## src/rtl/plcar_pkg.sv

```systemverilog
// Package for the parallel load-cell reader: shared constants, codes and
// the control structs passed between the sequencer, lanes and output merge.
// No dependencies.
package plcar_pkg;

   localparam int CELL_COUNT_DEF = 8;
   localparam int MAX_CELLS      = 8;
   localparam int SAMPLE_W       = 24;
   localparam int TICK_W         = 17;
   localparam int PULSE_W        = 5;
   localparam int LIMIT_W        = 16;
   localparam int INDEX_W        = 3;

   localparam logic [PULSE_W-1:0] BITS_PER_CELL   = PULSE_W'(SAMPLE_W);
   localparam logic [TICK_W-1:0]  TICK_MAX        = {TICK_W{1'b1}};
   localparam logic [LIMIT_W-1:0] TIMEOUT_DEFAULT = LIMIT_W'(100);

   typedef enum logic [1:0] {
      OP_START    = 2'd0,
      OP_TICK     = 2'd1,
      OP_SNAPSHOT = 2'd2,
      OP_UNUSED   = 2'd3
   } op_type;

   typedef enum logic [1:0] {
      PH_IDLE,
      PH_WAIT,
      PH_SHIFT
   } phase_type;

   // Commands from the sequencer to every lane.
   typedef struct packed {
      logic clear;
      logic shift;
   } lane_ctl_type;

   // Events from the sequencer to the output merge.
   typedef struct packed {
      logic emit_values;
      logic emit_timeout;
   } emit_evt_type;

endpackage

```

## src/rtl/parallel_load_cell_adc_reader.sv

```systemverilog
// Top level of the parallel load-cell reader: sequencer, one shift lane per
// cell and the output merge. Depends on plcar_pkg and the plcar_* modules.
//
// Each input word is a start, a millisecond tick or a data line snapshot.
// The word that carries the gain-select snapshot starts a run of CELL_COUNT
// result words, one per cell, sent one a cycle from the output register as
// long as rsp_tready stays high; a timeout sends a single word instead.
// req_tready stays low while a run is being loaded into the output
// register, which the lanes share. Once the last word of a run sits in the
// output register, new input words are taken again while it waits.
module parallel_load_cell_adc_reader
   import plcar_pkg::*;
#(
   parameter int CELL_COUNT = CELL_COUNT_DEF
)
(
   input  logic               clock,
   input  logic               reset,
   input  logic               req_tvalid,
   output logic               req_tready,
   input  logic [7:0]         req_tdata,   // [7:0] cell_levels
   input  logic [1:0]         req_tuser,   // [1:0] op
   output logic               rsp_tvalid,
   input  logic               rsp_tready,
   output logic [31:0]        rsp_tdata,   // [2:0] cell_index, [26:3] weight_raw, rest zero
   output logic               rsp_tuser,   // [0] status
   output logic               rsp_tlast,
   input  logic               csr_we,
   input  logic [LIMIT_W-1:0] csr_wdata
);

   logic                accept;
   logic                busy;
   lane_ctl_type        lane_ctl;
   emit_evt_type        evt;
   logic [SAMPLE_W-1:0] samples [CELL_COUNT];
   logic [INDEX_W-1:0]  rsp_index;
   logic [SAMPLE_W-1:0] rsp_weight;

   assign req_tready = !busy;
   assign accept     = req_tvalid && req_tready;

   plcar_ctrl #(.CELL_COUNT(CELL_COUNT)) u_ctrl (
      .clock     (clock),
      .reset     (reset),
      .accept    (accept),
      .op        (op_type'(req_tuser)),
      .levels    (req_tdata),
      .csr_we    (csr_we),
      .csr_wdata (csr_wdata),
      .lane_ctl  (lane_ctl),
      .evt       (evt)
   );

   for (genvar c = 0; c < CELL_COUNT; c++) begin : g_lane
      plcar_lane u_lane (
         .clock  (clock),
         .ctl    (lane_ctl),
         .level  (req_tdata[c]),
         .sample (samples[c])
      );
   end

   plcar_merge #(.CELL_COUNT(CELL_COUNT)) u_merge (
      .clock      (clock),
      .reset      (reset),
      .evt        (evt),
      .samples    (samples),
      .busy       (busy),
      .rsp_tvalid (rsp_tvalid),
      .rsp_tready (rsp_tready),
      .rsp_index  (rsp_index),
      .rsp_weight (rsp_weight),
      .rsp_status (rsp_tuser),
      .rsp_last   (rsp_tlast)
   );

   assign rsp_tdata = {5'b0, rsp_weight, rsp_index};

endmodule

```

## src/rtl/plcar_lane.sv

```systemverilog
// One cell lane: a 24-bit shift register that takes its data line bit MSB
// first on every shift pulse. Depends on plcar_pkg.
module plcar_lane
   import plcar_pkg::*;
(
   input  logic                clock,
   input  lane_ctl_type        ctl,
   input  logic                level,
   output logic [SAMPLE_W-1:0] sample
);

   logic [SAMPLE_W-1:0] shift_ff;
   logic [SAMPLE_W-1:0] shift_in;

   always_comb begin
      shift_in = shift_ff;
      if (ctl.clear) begin
         shift_in = '0;
      end else if (ctl.shift) begin
         shift_in = {shift_ff[SAMPLE_W-2:0], level};
      end
   end

   // The start command always clears, so this register needs no reset.
   always_ff @(posedge clock) begin
      shift_ff <= shift_in;
   end

   assign sample = shift_ff;

endmodule

```

## src/rtl/plcar_ctrl.sv

```systemverilog
// Read sequencer: phase state machine, millisecond wait counter with timeout,
// pulse counter and the timeout limit register. Depends on plcar_pkg.
module plcar_ctrl
   import plcar_pkg::*;
#(
   parameter int CELL_COUNT = CELL_COUNT_DEF
)
(
   input  logic               clock,
   input  logic               reset,
   input  logic               accept,
   input  op_type             op,
   input  logic [MAX_CELLS-1:0] levels,
   input  logic               csr_we,
   input  logic [LIMIT_W-1:0] csr_wdata,
   output lane_ctl_type       lane_ctl,
   output emit_evt_type       evt
);

   phase_type           phase_ff, phase_in;
   logic [TICK_W-1:0]   waited_ff, waited_in;
   logic [PULSE_W-1:0]  pulse_ff, pulse_in;
   logic [LIMIT_W-1:0]  limit_ff;
   logic [TICK_W-1:0]   waited_inc;
   logic                all_ready;

   assign all_ready  = (levels[CELL_COUNT-1:0] == '0);
   assign waited_inc = (waited_ff < TICK_MAX) ? waited_ff + TICK_W'(1) : waited_ff;

   always_ff @(posedge clock) begin
      if (reset) begin
         phase_ff  <= PH_IDLE;
         waited_ff <= '0;
         pulse_ff  <= '0;
         limit_ff  <= TIMEOUT_DEFAULT;
      end else begin
         phase_ff  <= phase_in;
         waited_ff <= waited_in;
         pulse_ff  <= pulse_in;
         if (csr_we) begin
            limit_ff <= csr_wdata;
         end
      end
   end

   always_comb begin
      phase_in         = phase_ff;
      waited_in        = waited_ff;
      pulse_in         = pulse_ff;
      lane_ctl         = '0;
      evt              = '0;
      if (accept) begin
         unique case (op)
            OP_START: begin
               phase_in       = PH_WAIT;
               waited_in      = '0;
               pulse_in       = '0;
               lane_ctl.clear = 1'b1;
            end
            OP_TICK: begin
               if (phase_ff == PH_WAIT) begin
                  waited_in = waited_inc;
                  if (waited_inc > {1'b0, limit_ff}) begin
                     phase_in         = PH_IDLE;
                     evt.emit_timeout = 1'b1;
                  end
               end
            end
            OP_SNAPSHOT: begin
               if (phase_ff == PH_WAIT) begin
                  if (all_ready) begin
                     phase_in = PH_SHIFT;
                     pulse_in = '0;
                  end
               end else if (phase_ff == PH_SHIFT) begin
                  if (pulse_ff < BITS_PER_CELL) begin
                     lane_ctl.shift = 1'b1;
                     pulse_in       = pulse_ff + PULSE_W'(1);
                  end else begin
                     // The gain-select pulse: its sample is dropped.
                     phase_in        = PH_IDLE;
                     pulse_in        = '0;
                     evt.emit_values = 1'b1;
                  end
               end
            end
            default: begin
            end
         endcase
      end
   end

endmodule

```

## src/rtl/plcar_merge.sv

```systemverilog
// Output merge: walks the lanes one cell per word, or sends the single
// timeout word, through a registered result stage. Depends on plcar_pkg.
module plcar_merge
   import plcar_pkg::*;
#(
   parameter int CELL_COUNT = CELL_COUNT_DEF
)
(
   input  logic                clock,
   input  logic                reset,
   input  emit_evt_type        evt,
   input  logic [SAMPLE_W-1:0] samples [CELL_COUNT],
   output logic                busy,
   output logic                rsp_tvalid,
   input  logic                rsp_tready,
   output logic [INDEX_W-1:0]  rsp_index,
   output logic [SAMPLE_W-1:0] rsp_weight,
   output logic                rsp_status,
   output logic                rsp_last
);

   localparam int IW = (CELL_COUNT > 1) ? $clog2(CELL_COUNT) : 1;
   localparam logic [IW-1:0] LAST_IDX = IW'(CELL_COUNT - 1);

   logic                active_ff, active_in;
   logic                tmo_ff, tmo_in;
   logic [IW-1:0]       idx_ff, idx_in;
   logic                valid_ff, valid_in;
   logic [INDEX_W-1:0]  index_ff, index_in;
   logic [SAMPLE_W-1:0] weight_ff, weight_in;
   logic                status_ff, status_in;
   logic                last_ff, last_in;
   logic                load;

   assign load = active_ff && (!valid_ff || rsp_tready);

   always_ff @(posedge clock) begin
      if (reset) begin
         active_ff <= 1'b0;
         tmo_ff    <= 1'b0;
         idx_ff    <= '0;
         valid_ff  <= 1'b0;
      end else begin
         active_ff <= active_in;
         tmo_ff    <= tmo_in;
         idx_ff    <= idx_in;
         valid_ff  <= valid_in;
      end
   end

   always_ff @(posedge clock) begin
      index_ff  <= index_in;
      weight_ff <= weight_in;
      status_ff <= status_in;
      last_ff   <= last_in;
   end

   always_comb begin
      active_in = active_ff;
      tmo_in    = tmo_ff;
      idx_in    = idx_ff;
      valid_in  = valid_ff;
      index_in  = index_ff;
      weight_in = weight_ff;
      status_in = status_ff;
      last_in   = last_ff;
      if (valid_ff && rsp_tready) begin
         valid_in = 1'b0;
      end
      // New events only arrive while no run is being loaded (req_tready is low while busy).
      if (evt.emit_values || evt.emit_timeout) begin
         active_in = 1'b1;
         tmo_in    = evt.emit_timeout;
         idx_in    = '0;
      end
      if (load) begin
         valid_in = 1'b1;
         if (tmo_ff) begin
            index_in  = '0;
            weight_in = '0;
            status_in = 1'b1;
            last_in   = 1'b1;
            active_in = 1'b0;
         end else begin
            index_in  = INDEX_W'(idx_ff);
            weight_in = samples[idx_ff];
            status_in = 1'b0;
            last_in   = (idx_ff == LAST_IDX);
            if (idx_ff == LAST_IDX) begin
               active_in = 1'b0;
               idx_in    = '0;
            end else begin
               idx_in = idx_ff + IW'(1);
            end
         end
      end
   end

   assign busy       = active_ff;
   assign rsp_tvalid = valid_ff;
   assign rsp_index  = index_ff;
   assign rsp_weight = weight_ff;
   assign rsp_status = status_ff;
   assign rsp_last   = last_ff;

endmodule
```

## config.mk

```make
export PLATFORM = sky130hd
export DESIGN_NAME = parallel_load_cell_adc_reader
export DESIGN_NICKNAME = d
export VERILOG_FILES = /design/src/rtl/plcar_pkg.sv /design/src/rtl/parallel_load_cell_adc_reader.sv /design/src/rtl/plcar_lane.sv /design/src/rtl/plcar_ctrl.sv /design/src/rtl/plcar_merge.sv
export SDC_FILE = /design/constraint.sdc
export NUM_CORES = 1
export LEC_CHECK = 0
export ABC_CLOCK_PERIOD_IN_PS = 10900
export BUFFER_PORTS_ARGS = -buffer_cell sky130_fd_sc_hd__buf_2
export CORE_UTILIZATION = 45
export DETAILED_ROUTE_END_ITERATION = 7
export PLACE_DENSITY = 0.7
export SLEW_MARGIN = 20
export SYNTH_ARGS = -nofsm -noshare
export SYNTH_HDL_FRONTEND = slang
export SYNTH_HIERARCHICAL = 1
export SYNTH_SLANG_ARGS = --single-unit
```

## constraint.sdc

```tcl
create_clock -name clock -period 10.9 [get_ports clock]
set_input_delay 0.545 -clock clock [delete_from_list [all_inputs] [get_ports clock]]
set_output_delay 0.545 -clock clock [all_outputs]
set_load 0.01 [all_outputs]
```

Word-level counts from Yosys, hierarchy flattened
Cells that the tools add are included.

Flip-flop bits (word level): 267. Input bits: 31. Output and inout port bits: 36. Word-level logic and storage cells: 97.

Add/sub/neg operators: 3. Order comparisons: 4. Equal/unequal tests: 10. Multiplexer cells: 43. Bitwise gates (word level): 1. Reductions and logical operators: 16.

Operator list (count): 24-bit binary-select mux with 3-bit select (1); 24-bit 2-to-1 mux (2); 17-bit 2-to-1 mux (2); 17-bit case mux with 2 select lines (1); 5-bit 2-to-1 mux (4); 1-bit 2-to-1 mux (19); 17-bit by 1-bit adder with 17-bit output (second input constant) (1); 17-bit by 16-bit greater-than comparator with 1-bit output (1); 17-bit less-than comparator (second input constant) (1); 2-bit 2-to-1 mux (8); 3-bit 2-to-1 mux (4); 5-bit case mux with 2 select lines (1); 8-bit logical NOT (1); 7-bit AND reduction (1); 3-bit by 2-bit != test with 1-bit output (second input constant) (2); 2-bit case mux with 3 select lines (1); 2-bit nonzero test (3); 5-bit by 1-bit adder with 5-bit output (second input constant) (1); 5-bit less-than comparator (second input constant) (1); 2-bit by 1-bit equality test with 1-bit output (second input constant) (2); 2-bit equality test (second input constant) (2); 4-bit greater-or-equal comparator (second input constant) (1); 2-bit by 1-bit != test with 1-bit output (second input constant) (2); 3-bit NOT with 4-bit output (1); other kinds (10) (14).

Logic depth before layout (Yosys ltp)
Gate-level depths: netlist (run 1).

Depth in word-level cells: 12. Gate-level depth with buffers: 16. Gate-level depth less buffers: 15.

Modules after synthesis
The synthesis (run 1) kept the hierarchy.

By module, submodules not included: plcar_lane (times used 8, cells each 77, area each 869.6 um^2); plcar_merge (times used 1, cells each 233, area each 2756.4 um^2); plcar_ctrl (times used 1, cells each 348, area each 2712.6 um^2); parallel_load_cell_adc_reader (times used 1, cells each 8, area each 51.3 um^2).

Least setup slack after synthesis (run 1)
OpenSTA, ideal clock, no wires.

Path kind: flip-flop to flip-flop. Start: register u_ctrl.waited_ff[7]. End: register u_merge.active_ff, in the netlist u_merge/busy. Setup time: 99 ps. Data arrival time: 3319 ps. Data required time: 10801 ps. Setup slack: 7482 ps. Cell stages (with the launch flop): 16. Buffers on the path: 1. Period minus slack after synthesis: 3418 ps. Path through: dfxtp_1 -> clkbuf_1 -> and3_1 -> nand3_1 -> o21ai_1 -> nor2_1 -> xor2_1 -> ha_1 -> nand4_1 -> nor4_1 -> or4b_2 -> o2bb2ai_1 -> nor2_1 -> nor2_1 -> nor2_1 -> a221oi_1.

RTL lines: from (decl) (RTL line plcar_ctrl.sv:21) `logic [TICK_W-1:0] waited_ff, waited_in;`; from (signal assigned) (RTL line plcar_ctrl.sv:38) `waited_ff <= waited_in;`; to (signal assigned) (RTL line plcar_merge.sv:44) `active_ff <= active_in;`; to (decl) (RTL line plcar_merge.sv:25) `logic active_ff, active_in;`.

==> results of run 1 <==
==> power groups by stage <==
stage	logic, W	registers (W)	clock network [W]
finish	0.0000568	0.000999	0.000918
global route	0.0000639	0.000999	0.000982
floorplan	0.0000415	0.00102	0
global placement	0.0000552	0.00102	0
CTS	0.0000560	0.000999	0.000946
detailed placement	0.0000557	0.00102	0
==> sequential cells by signal (all words and copies together), names as in the netlist <==
name	flops
u_merge/rsp_last	1
u_merge/busy	1
u_ctrl/waited_ff	17
u_merge/rsp_weight	24
u_ctrl/limit_ff	16
g_lane.u_lane/sample	192
u_merge/idx_ff	3
u_merge/tmo_ff	1
u_merge/rsp_tvalid	1
u_merge/rsp_status	1
u_ctrl/pulse_ff	5
u_merge/rsp_index	3
u_ctrl/phase_ff	2
==> cells in the mapped netlist (28+ instances only) <==
library cell	number	area [sq um]
sky130_fd_sc_hd__nor2_1	242	908
sky130_fd_sc_hd__dfxtp_1	238	4760
sky130_fd_sc_hd__mux2i_1	205	2050
sky130_fd_sc_hd__nor3_1	36	180
sky130_fd_sc_hd__clkbuf_1	34	128
sky130_fd_sc_hd__nor2b_1	31	194
sky130_fd_sc_hd__a211oi_1	29	218
sky130_fd_sc_hd__a21oi_1	29	145
sky130_fd_sc_hd__edfxtp_1	29	871
sky130_fd_sc_hd__inv_1	29	109
sky130_fd_sc_hd__nand2_1	28	105
==> routing by layer <==
| metal | global-route usage, % | up-vias |
|---|---|---|
| met5 | 0 | - |
| met4 | 4.82 | 0 |
| met3 | 2.27 | 28 |
| met2 | 28.1 | 159 |
| met1 | 26.1 | 4179 |
| li1 | - | 4304 |
==> kinds of logic (layout without fill, tap and decap cells) <==
| family | count (synthesis) | after routing | synth area share, % |
|---|---|---|---|
| compound gates | 134 | 134 | 7.22 |
| xor+xnor | 12 | 12 | 0.842 |
| fa+ha+maj | 25 | 25 | 2.51 |
| buf+inv | 116 | 151 | 6.83 |
| flops | 267 | 267 | 45.2 |
| mux | 254 | 254 | 23.1 |
| other cells | 1 | 7 | 0.0301 |
| simple gates | 396 | 396 | 14.3 |
==> cell type report <==
cell class | count | area (sq um)
fillers | 2459 | 13500
multi-input cells | 826 | 6020
flip-flops and latches | 267 | 5640
clock buffers | 39 | 825
well taps | 372 | 465
repair buffers | 71 | 413
inverters | 29 | 109
clock inverters | 12 | 77.6
diodes | 2 | 5.00
==> through the flow <==
stage	worst slack [ps]	std cells
after floorplan	7480	1209
after global placement	7000	1563
after detailed placement	6910	1563
after CTS	6870	1614
after global routing	6460	1618
final	6860	1618
==> worst max-delay path, delay by kind of cell (launching register included) <==
kind / cells / cell delay [ps]
AND/OR/NAND/NOR: 9 / 1930
AO/OA/AOI/OAI: 4 / 1060
flip-flops: 1 / 450
adder cells (fa/ha/maj): 1 / 260
XOR/XNOR: 1 / 190
==> final timing paths <==
kind / startpoint / endpoint / slack (ps) / cells past startpoint
max: u_ctrl/waited_ff[2] / u_merge/idx_ff[0] / 6860 / 15
min: csr_wdata[6] / u_ctrl/limit_ff[6] / 230 / 3
max reg2reg: u_ctrl/waited_ff[2] / u_merge/idx_ff[0] / 6860 / 15
min reg2reg: u_merge/tmo_ff / u_merge/rsp_status / 440 / 0
==> impl_metrics.tcl, run 1 <==
set metrics [dict create \
    status "finished, final reports clean" \
    die_area_sq_mm 0.0284 \
    firstDrtPassIters 5 \
    routedWlPerCell_um 15.8 \
    slew_violations 0 \
    final_common_cell "sky130_fd_sc_hd__nor2_1" \
    postPlaceCellArea_sq_mm 0.0126 \
    insertion_delay_ps 550 \
    worst_clock_skew_ps 20.0 \
    fin_crit_sh_pct 37.0 \
    antenna_violations_before_repair 2 \
    place_hpwl_mm 16.4 \
    crit_path_required_time_ps 11270 \
    timing_hold_violations_final 0 \
    top_signal_layer_used "met4" \
    crit_slowest_cell "sky130_fd_sc_hd__or4b_2" \
    worst_ir_drop_vdd_mv 0.104 \
    worstMarginPinSlew_ps 1130 \
    numClockSinks 267 \
    cts-hold-fix-buffers 0 \
    detail_route.drc_violations 0 \
    postSynth.topFlopCell "sky130_fd_sc_hd__dfxtp_1" \
    critPathLaunchType "register" \
    grt.overflow.total 0 \
    asyncSetResetFlopFracSynth_pct 0 \
    met1Wirelength_mm 12.5 \
    worst-path-max-fanout 7 \
    total_power_w 0.00197 \
    powerDensity_mw_per_mm2 146 \
    clkTransAtPathRegs_ps 60 \
    synth-warning-count 6 \
    floorplan.initialDensity_pct 46.0 \
    finalWeightedCongestion 0.794 \
    core_area_sq_mm 0.0271 \
    path_common_cell "sky130_fd_sc_hd__nor2_1" \
    drive_gt1_share_pct 14.4 \
    wl_met2_mm 11.7 \
    crit_type "reg2reg" \
    hold_slack_ps 228 \
    combinational_cell_fraction_of_total_power_pct 2.9 \
    dr_total_vias 8670 \
    seq_power_share_pct 50.6 \
    syn-instance-count 1205 \
    static-leakage-power_nw 5.10 \
    post_route_cell_area_sq_mm 0.0136 \
    clockRootBuffer "sky130_fd_sc_hd__clkbuf_16" \
    number_of_global_route_vias_before_repair 8040 \
    p_sw_share_pct 21.7 \
    cts-root-to-sink-buffers 3 \
    arrival_ps 4410 \
    core.rowCount 60 \
    p_clk_share_pct 46.5 \
    grt_setup_unrepaired "false" \
    max_cap_violations 0 \
    layout_common_cells "240 x sky130_fd_sc_hd__nor2_1, 236 x sky130_fd_sc_hd__dfxtp_1, 205 x sky130_fd_sc_hd__mux2i_1, 61 x sky130_fd_sc_hd__buf_2, 36 x sky130_fd_sc_hd__nor3_1" \
    die_y_um 169 \
    routed_via_density 5.36 \
    syn_area_sq_mm 0.0125 \
    synth_enable_flop_cells 29 \
    grt_pass1_wl_mm 42.0 \
    crit_path_end_kind "register" \
    yosysSeqAreaShare_pct 45.2 \
    ctsHtreeMaxLevel 1 \
    postCtsSetupRepairBufs 0 \
    finalCoreUtilization_pct 50.0 \
    routed_wirelength_mm 25.6 \
    hp-class "in2reg" \
    grt.total_usage_pct 18.0 \
    post_cts_resize_count 0 \
    per_instance_average_area_after_synthesis_sq_um 10.4 \
    power.net_switching_w 0.000429 \
    horizontal_die_dimension_um 169 \
    finalNetCount 1279 \
    relSlewSlack_pct 24.8 \
    slowest_stage_delay_on_critical_path_ps 630 \
    antenna_violating_nets_post_route 0 \
    timing.final.setup_violations 0 \
    final.setup.tns_ps 0 \
    crit_chain "and4_2 -> nand2_1 -> a21oi_1 -> nor2b_1 -> xor2_1 -> ha_1 -> nand4_1 -> nor4_1 -> or4b_2 -> o2bb2ai_1 -> nor2_1 -> nor2_1 -> nor2_1 -> o311ai_0 -> a21oi_1" \
    synth_cell_type_count 59 \
    internal-power_w 0.00154 \
    area_growth_synth_to_finish_pct 8.65 \
    synth.ff_latch_count 267 \
    cts_tree "yes" \
    dr.first_iter.drc_count 651 \
    period_needed_ps 4040 \
    ioPinCount 67 \
    cts_buffers 28 \
    clock.fmax_ghz 0.248 \
    maximum_number_of_pins_on_one_net_before_global_route_repair 107 \
    wl_met3_um 987 \
    port_buf_inserts 61 \
]
Note: power is estimated with default switching activity, not from simulation.
==> run 2: changes to the inputs <==
ABC_CLOCK_PERIOD_IN_PS = 3300   (was 10900)
PLACE_DENSITY = 0.72   (was 0.7)
clock period = 3.3 ns   (was 10.9 ns; I/O delays follow)
==> run 2 against run 1 <==
Net effect:
- first-iteration DRC count rose by 2.2%
- wire length rose by 7.6%
- total power rose to 3.4 times the previous value
- global-route usage rose by 1.3 points
- setup slack got worse by 6900 ps
- sequential share of layout area fell by 2.9 points
- clock power rose to 3.5 times the previous value
- via count rose by 5.6%
- clock skew fell by 13 ps
- sequential power rose to 3.3 times the previous value
- largest cell class unchanged
- largest power group unchanged
- highest routed layer unchanged
==> impl_metrics.tcl, run 2 (synthesis results as in run 1) <==
set metrics [dict create \
    area.sequential_sq_mm 0.00565 \
    worst_ir_drop_vdd_mv 0.372 \
    cts_tree "yes" \
    clock.fmax_ghz 0.304 \
    detail_route.drc_violations 0 \
    period_needed_ps 3290 \
    status "finished, final reports clean" \
    floorplan.initialDensity_pct 46.0 \
    max_cap_violations 0 \
    layout_common_cells "237 x sky130_fd_sc_hd__nor2_1, 227 x sky130_fd_sc_hd__dfxtp_1, 205 x sky130_fd_sc_hd__mux2i_1, 77 x sky130_fd_sc_hd__buf_4, 61 x sky130_fd_sc_hd__buf_2" \
    worstMarginPinSlew_ps 954 \
    antenna_violating_nets_post_route 0 \
    slowest_stage_delay_on_critical_path_ps 530 \
    postPlaceCellArea_sq_mm 0.0131 \
    drive_gt1_share_pct 20.8 \
    largest_reg_flops 192 \
    crit_chain "nand4_1 -> buf_4 -> nor3_4 -> a21oi_4 -> buf_6 -> xor2_2 -> ha_1 -> nand4_1 -> buf_4 -> inv_1 -> a2111oi_2 -> buf_4 -> o2bb2ai_4 -> buf_6 -> or4_4 -> nand3_2" \
    final.setup.tns_ps 0 \
    routed_wirelength_mm 27.6 \
    layout.filler_cells 2340 \
    relSlewSlack_pct 36.3 \
    insertion_delay_ps 540 \
    arrival_ps 3770 \
    fin_crit_sh_pct 99.6 \
    antenna_violations_before_repair 3 \
    firstDrtPassIters 7 \
    static-leakage-power_nw 5.63 \
    crit_path_required_time_ps 3780 \
    ctsHtreeMaxLevel 1 \
    cp_top_family "simple AND/OR/NAND/NOR gates" \
    die_y_um 169 \
    timing.final.setup_violations 0 \
    finalWeightedCongestion 0.867 \
    timing_hold_violations_final 0 \
    die_area_sq_mm 0.0284 \
    number_of_global_route_vias_before_repair 8924 \
    cts_buffers 28 \
    port_buf_inserts 61 \
    crit_path_end_kind "register" \
    finalNetCount 1377 \
    core.rowCount 60 \
    place_hpwl_mm 17.4 \
    clockRootBuffer "sky130_fd_sc_hd__clkbuf_16" \
    core_area_sq_mm 0.0271 \
    crit_buf_inv 6 \
    final_common_cell "sky130_fd_sc_hd__nor2_1" \
    multi_input_comb_area_sq_mm 0.00620 \
    hp-class "in2reg" \
    dr.first_iter.drc_count 665 \
    horizontal_die_dimension_um 169 \
    dr_total_vias 9159 \
    worst_clock_skew_ps 6.51 \
    area_growth_synth_to_finish_pct 17.1 \
    path_common_cell "sky130_fd_sc_hd__buf_4" \
    grt_pass1_wl_mm 44.8 \
    routed_via_density 5.34 \
    routedWlPerCell_um 16.1 \
    post_route_cell_area_sq_mm 0.0146 \
    numClockSinks 267 \
    grt.overflow.total 0 \
    ioPinCount 67 \
    critPathLaunchType "register" \
    cts-root-to-sink-buffers 3 \
    grt.total_usage_pct 19.2 \
    powerDensity_mw_per_mm2 461 \
    worst-path-max-fanout 5 \
    crit_type "reg2reg" \
    clkTransAtPathRegs_ps 60 \
    slew_violations 0 \
    grt_setup_unrepaired "true" \
    crit_slowest_cell "sky130_fd_sc_hd__or4_4" \
    maximum_number_of_pins_on_one_net_before_global_route_repair 193 \
]
-- run 2: cell types whose count changed in the layout (fill, tap and decap cells not counted), moves of 4 or more --
cell | previous run | this run
sky130_fd_sc_hd__buf_4 | 8 | 77
sky130_fd_sc_hd__dfxtp_1 | 236 | 227
sky130_fd_sc_hd__dfxtp_2 | 1 | 9
sky130_fd_sc_hd__bufinv_16 | 0 | 4
sky130_fd_sc_hd__clkbuf_1 | 5 | 9
sky130_fd_sc_hd__clkinv_2 | 10 | 2
sky130_fd_sc_hd__dlygate4sd3_1 | 0 | 25
-- run 2: timing repair --
item                                    4_1_cts  5_1_grt
cloned                                        0        0
endpoints found under the setup margin        6        7
hold endpoints to repair                     28        0
resized for setup                            28       15
pin swaps                                    17       18
hold buffers                                 25        0
buffers inserted                             15        6
-- run 2: layout make-up --
cell class | count | area share [%]
Timing Repair Buffer | 169 | 8.46
Sequential cell | 267 | 38.7
Clock buffer | 40 | 5.31
Antenna cell | 2 | 0.0343
Clock inverter | 10 | 1.10
Tap cell | 372 | 3.19
Inverter | 29 | 0.745
Multi-Input combinational cell | 826 | 42.5
-- run 2: through the flow --
step	power, W	instances	setup WS [ps]	util, %	hold WS (ps)
2_1_floorplan	0.00351	1209	46.9	-	234
3_3_place_gp	0.00356	1617	-25.4	48.3	381
3_5_place_dp	0.00356	1617	-168	48.3	388
4_1_cts	0.00678	1707	1.94	53.5	30.8
5_1_grt	0.00696	1715	-128	53.9	60.4
6_report	0.00673	1715	12.4	53.9	46.5
-- run 2: path summary, 6_finish.rpt --
path / start / endpoint / slack, ps / cells after the start
setup / recovery: u_ctrl/waited_ff[12] / u_ctrl/phase_ff[1] / 10 / 16
hold / removal: rsp_tready / u_merge/rsp_tvalid / 50 / 3
hold reg to reg: g_lane[1].u_lane/sample[23] / g_lane[1].u_lane/sample[23] / 490 / 2
setup reg to reg: u_ctrl/waited_ff[12] / u_ctrl/phase_ff[1] / 10 / 16
-- run 2: power by group --
part | leakage (nW) | internal, W | switching, W
clock network | 0.452 | 0.00194 | 0.00126
logic | 2.98 | 0.0000906 | 0.000140
registers | 2.20 | 0.00329 | 0.0000104
-- run 2: tightest hold or removal path, cell delays in order --
cell                       delay (ps)
sky130_fd_sc_hd__buf_2            110
sky130_fd_sc_hd__nand2b_1         170
sky130_fd_sc_hd__a21oi_1           80
-- run 2: routing by layer --
layer	vias up	global-route usage (%)	wire (um)
li1	4497	-	-
met1	4416	25.5	12800
met2	201	31.7	12900
met3	45	2.97	1140
met4	0	7.15	788
met5	-	0	0
